$ cat src/design/assert_macros.svh
// assertion helpers used by the engine top level
`ifndef ASSERT_MACROS_SVH
`define ASSERT_MACROS_SVH
`ifndef SYNTHESIS
`define CHTE_ASSERT(lbl, prop, msg) \
  lbl: assert property (@(posedge clk_i) disable iff (!rst_ni) (prop)) else $error(msg);
`define CHTE_ASSERT_NEVER(lbl, cond, msg) \
  `CHTE_ASSERT(lbl, !(cond), msg)
`else
`define CHTE_ASSERT(lbl, prop, msg)
`define CHTE_ASSERT_NEVER(lbl, cond, msg)
`endif
`endif

$ cat src/design/chte_pkg.sv
`timescale 1ns / 1ps
// ----------------------------------------------------------------------------
// chte_pkg
// types, codes and defaults for the chained hash table engine
// ----------------------------------------------------------------------------
package chte_pkg;

  localparam int unsigned DefBuckets  = 64;
  localparam int unsigned DefNodes    = 128;
  localparam int unsigned DefKeyBytes = 8;
  localparam logic [6:0]  BucketCountReset = 7'd64;
  localparam int unsigned HashWidth   = 32;
  localparam int unsigned BitsPerStep = 2;

  typedef enum logic [1:0] {
    CMD_INSERT = 2'd0,
    CMD_DELETE = 2'd1,
    CMD_GET    = 2'd2,
    CMD_NOP    = 2'd3
  } cmd_e;

  typedef enum logic [3:0] {
    ST_IDLE,
    ST_HASH,
    ST_HEAD,
    ST_HLOOK,
    ST_NRD,
    ST_NCHK,
    ST_ACT,
    ST_ALLOC,
    ST_RES
  } state_e;

  typedef struct packed {
    logic [1:0]         cmd;
    logic [63:0]        key_bytes;
    logic [3:0]         key_length;
    logic signed [31:0] value_in;
  } in_t;

  typedef struct packed {
    logic               success;
    logic signed [31:0] value_out;
    logic               pool_full;
    logic [7:0]         entry_count;
    logic [6:0]         used_buckets;
    logic               table_empty;
  } out_t;

endpackage

$ cat src/design/chte_free_list.sv
`timescale 1ns / 1ps
// ----------------------------------------------------------------------------
// chte_free_list
// stack of free node indexes in a memory, untouched slots read as their index
// ----------------------------------------------------------------------------
module chte_free_list #(
  parameter int unsigned NODES = chte_pkg::DefNodes
) (
  input  logic                                       clk_i,
  input  logic                                       rst_ni,
  input  logic                                       pop_i,
  input  logic                                       push_i,
  input  logic [(NODES>1 ? $clog2(NODES) : 1)-1:0]   push_idx_i,
  output logic [$clog2(NODES+1)-1:0]                 count_o,
  output logic [(NODES>1 ? $clog2(NODES) : 1)-1:0]   pop_idx_o
);

  localparam int unsigned NW  = NODES > 1 ? $clog2(NODES) : 1;
  localparam int unsigned FCW = $clog2(NODES + 1);

  logic [NW-1:0]  mem [NODES];
  logic [FCW-1:0] count_q, low_q;
  logic [NW-1:0]  rd_addr;
  logic [NW-1:0]  rdata_q, raddr_q;
  logic           fresh_q;
  logic [FCW-1:0] count_dec;

  assign count_dec = count_q - 1'b1;
  assign rd_addr   = count_dec[NW-1:0];

  // low mark: slots at or above it have been popped since reset and read from memory
  always_ff @(posedge clk_i or negedge rst_ni) begin
    if (!rst_ni) begin
      count_q <= FCW'(NODES);
      low_q   <= FCW'(NODES);
    end else if (pop_i) begin
      count_q <= count_dec;
      if (count_dec < low_q) begin
        low_q <= count_dec;
      end
    end else if (push_i) begin
      count_q <= count_q + 1'b1;
    end
  end

  always_ff @(posedge clk_i) begin
    if (push_i && !pop_i) begin
      mem[count_q[NW-1:0]] <= push_idx_i;
    end
    if (pop_i) begin
      rdata_q <= mem[rd_addr];
      raddr_q <= rd_addr;
      fresh_q <= count_dec < low_q;
    end
  end

  assign count_o   = count_q;
  assign pop_idx_o = fresh_q ? raddr_q : rdata_q;

endmodule

$ cat config.mk
export PLATFORM = sky130hd
export DESIGN_NAME = chte_free_list
export DESIGN_NICKNAME = d
export VERILOG_FILES = /design/src/design/assert_macros.svh /design/src/design/chte_pkg.sv /design/src/design/chte_free_list.sv
export SDC_FILE = /design/constraint.sdc
export NUM_CORES = 1
export LEC_CHECK = 0
export BUFFER_PORTS_ARGS = -buffer_cell sky130_fd_sc_hd__buf_2
export CAP_MARGIN = 25
export CORE_MARGIN = 2
export CORE_UTILIZATION = 27
export DETAILED_ROUTE_END_ITERATION = 7
export HOLD_SLACK_MARGIN = 0.15
export PLACE_DENSITY_LB_ADDON = 0.3
export SLEW_MARGIN = 15
export SYNTH_ARGS = -nofsm -noshare
export SYNTH_HDL_FRONTEND = slang
export SYNTH_SLANG_ARGS = --single-unit
$ cat constraint.sdc
create_clock -name clk_i -period 9.4 [get_ports clk_i]
set_input_delay 0.47 -clock clk_i [delete_from_list [all_inputs] [get_ports clk_i]]
set_output_delay 0.47 -clock clk_i [all_outputs]
set_load 0.01 [all_outputs]
==> metrics.txt <==
status=finished clean; Synth area leader=edfxtp_1; synthesis-to-layout area growth=14.16%; cells after synthesis=1847; crit path launch=count_o[0]; Synth area leaders=edfxtp_1 75%, mux4_2 14%, nand2_1 1.8%; Ant. Diodes=0; IO Count=26; Antenna Nets Post-Route=0; first-pass GRT wire length=137700 um; Netlist cell types=52; CTS Sinks=927; I/O Buffers=25; cts repair resizes=0; fin area=41760 sq um; width of the die=372.1 um; Mapped Nets=1867; mean routed wirelength per cell=25.35 um; CP max-delay cell=clkinv_2; Worst Setup Start Kind=register; initial DRC count=1851; ys flop type=edfxtp_1; r2r setup slk=4.43 ns; setup TNS=0 ns; pin count of the biggest net entering global routing=105; H-tree depth=3; antenna violations before repair=3; Nets=1923; Seq/Total Area, Yosys=75.89%; CP required=9.94 ns; met3 WL=5944 um; Placed Area=38730 sq um; Die Ht=372.1 um; Slew Limit Fails=0; final hold viol count=0; CP peak stage delay=0.79 ns; root buffer cell=clkbuf_16; hold depth=3; Data arrival, critical path=5.51 ns; gp weighted congestion=0.8344; gr ovfl total=0; Leakage Power=12.79 nW; fin cells=3760; crit-path cells=inv_1, ha_4, and2b_1, nor2_4, clkinv_2, ha_1, o21a_1, o21a_1, o211ai_1, o2bb2ai_1, and2_1, mux2_2; CP most frequent cell=o21a_1; most common cell in the netlist=edfxtp_1; type of the tightest min-delay check=input pin to register; DRT Pass-1 Iters=8; CTS tree=built; period utilisation layout=52.85%; Avg Vias per Cell=4.810; final setup fails=0; setup bufs post-CTS=0; Initial Util=27.10%; kind of critical path=register to register; Ys Warns=0; Slew @ Worst Pin=1.133 ns; # rows=135; Async SR Flop Fraction=1.726%; crit end category=register; fin crit period=4.968 ns; worst setup path end=low_q[6]; Avg Inst Size Synth=19.81 sq um; worst r2r src=count_o[0]; clk_skew=0.03931 ns; Yosys reg bits=927; reg2reg end=low_q[6]; share of the synthesized area in the top cell type=74.78%; final wirelength=95320 um; RSZ-0062 raised after global routing=false; CTS buffer count=94; DP Cell Count=3586; die area=138400 sq um; met1 wire length=40940 um; fmax=201.3 MHz; synthesized cell area=36580 sq um; Crit Path Max Fanout=41; Post-synth EDFFs=911; hpwl dp=59390 um; Max Buffers Root-to-Sink=3; top routing layer in use=met5; DRC viols=0; vias in the first global route=18700; Filler cells=12900; Worst VDD drop=0.2374 mV; share of layout cells above drive strength 1=23.14%; most frequent cells after synthesis=911 x edfxtp_1, 227 x mux4_2, 178 x nand2_1; # Max-Cap Violations=0; Slew headroom=24.27%; Clock Latency Late Sink=0.67 ns; GRT Total Usage=13.77%; core area=135000 sq um; Pwr Density=316.8 nW/um^2; DR vias=18080; met2 wire len=45880 um; clk slew on worst S/H paths=0.06 ns; Register-to-Register Path Depth=12
critical path: cells and delay by family (launching register included):
family          cells  cell delay (ns)
simple gates        3             1.25
buf+inv             2             1.05
fa+ha+maj           2             0.83
flops               1             0.69
compound gates      4             0.64
mux                 1             0.39
per-layer routing:
| layer | track usage [%] | vias to the layer above |
|---|---|---|
| met2 | 22.28 | 641 |
| met1 | 18.81 | 9706 |
| met4 | 4.017 | 2 |
| met5 | 0 | - |
| met3 | 2.650 | 139 |
| li1 | - | 7596 |
through the flow:
stage	setup WS [ns]	total power, mW	hold slack (ns)	utilization, %
after floorplan	5.264	7.993	0.1744	-
after global placement	4.553	9.718	0.4468	28.69
after detailed placement	4.409	9.712	0.4516	28.70
after CTS	4.416	13.38	0.1655	30.93
after global routing	4.032	13.79	0.2132	30.94
final	4.432	13.23	0.2387	30.94
layout make-up:
type / count / area, sq um / share of cell area (%)
sequential: 927 / 27760 / 66.48
multi-input combinational: 802 / 8259 / 19.78
clock buffer: 113 / 2445 / 5.854
tap: 1781 / 2228 / 5.336
clock inverter: 59 / 563.0 / 1.348
timing repair buffer: 63 / 444.2 / 1.064
inverter: 15 / 57.56 / 0.1378
where the power goes:
part	internal (mW)	leakage, nW	switching, mW
clock network	2.08	1.47	1.58
registers	4.68	8.39	0.0933
logic	1.83	2.94	2.97
registers in the layout, indices dropped and copies added (netlist names):
register	count
raddr_q	7
rdata_q	7
low_q	8
mem	896
fresh_q	1
count_o	8
cell families after synthesis:
family,Yosys count,synth area share (%)
xor gates and xnor gates,13,0.3523
adders and majority gates,9,0.3078
DFF,927,75.89
AOI/OAI and AO/OA,61,1.269
buffers and inverters,118,1.662
and+or+nand+nor,449,5.329
muxes,270,15.19
cell usage in the layout, fill, tap and decap left out, types with 19 or more instances in the layout:
master,count
edfxtp_1,911
mux4_2,227
nand2_1,177
nor2_1,143
clkbuf_16,95
nand3_1,59
buf_4,41
nand4_1,34
mux2i_1,31
clkinv_2,24
a32oi_1,21
buf_2,19
worst min path at each step:
| stage | to | startpoint |
|---|---|---|
| after detailed placement | count_o[1] | rst_ni |
| after CTS | count_o[0] | push_i |
| final | count_o[0] | push_i |
| after floorplan | count_o[0] | rst_ni |
| after global routing | count_o[0] | push_i |
| after global placement | count_o[0] | rst_ni |
timing repair:
action | in CTS | in global routing
hold buffers | 1 | 0
hold endpoints to repair | 16 | 0
endpoints found under the setup margin | 0 | 0
No activity file was read; power rests on OpenSTA's default activity.
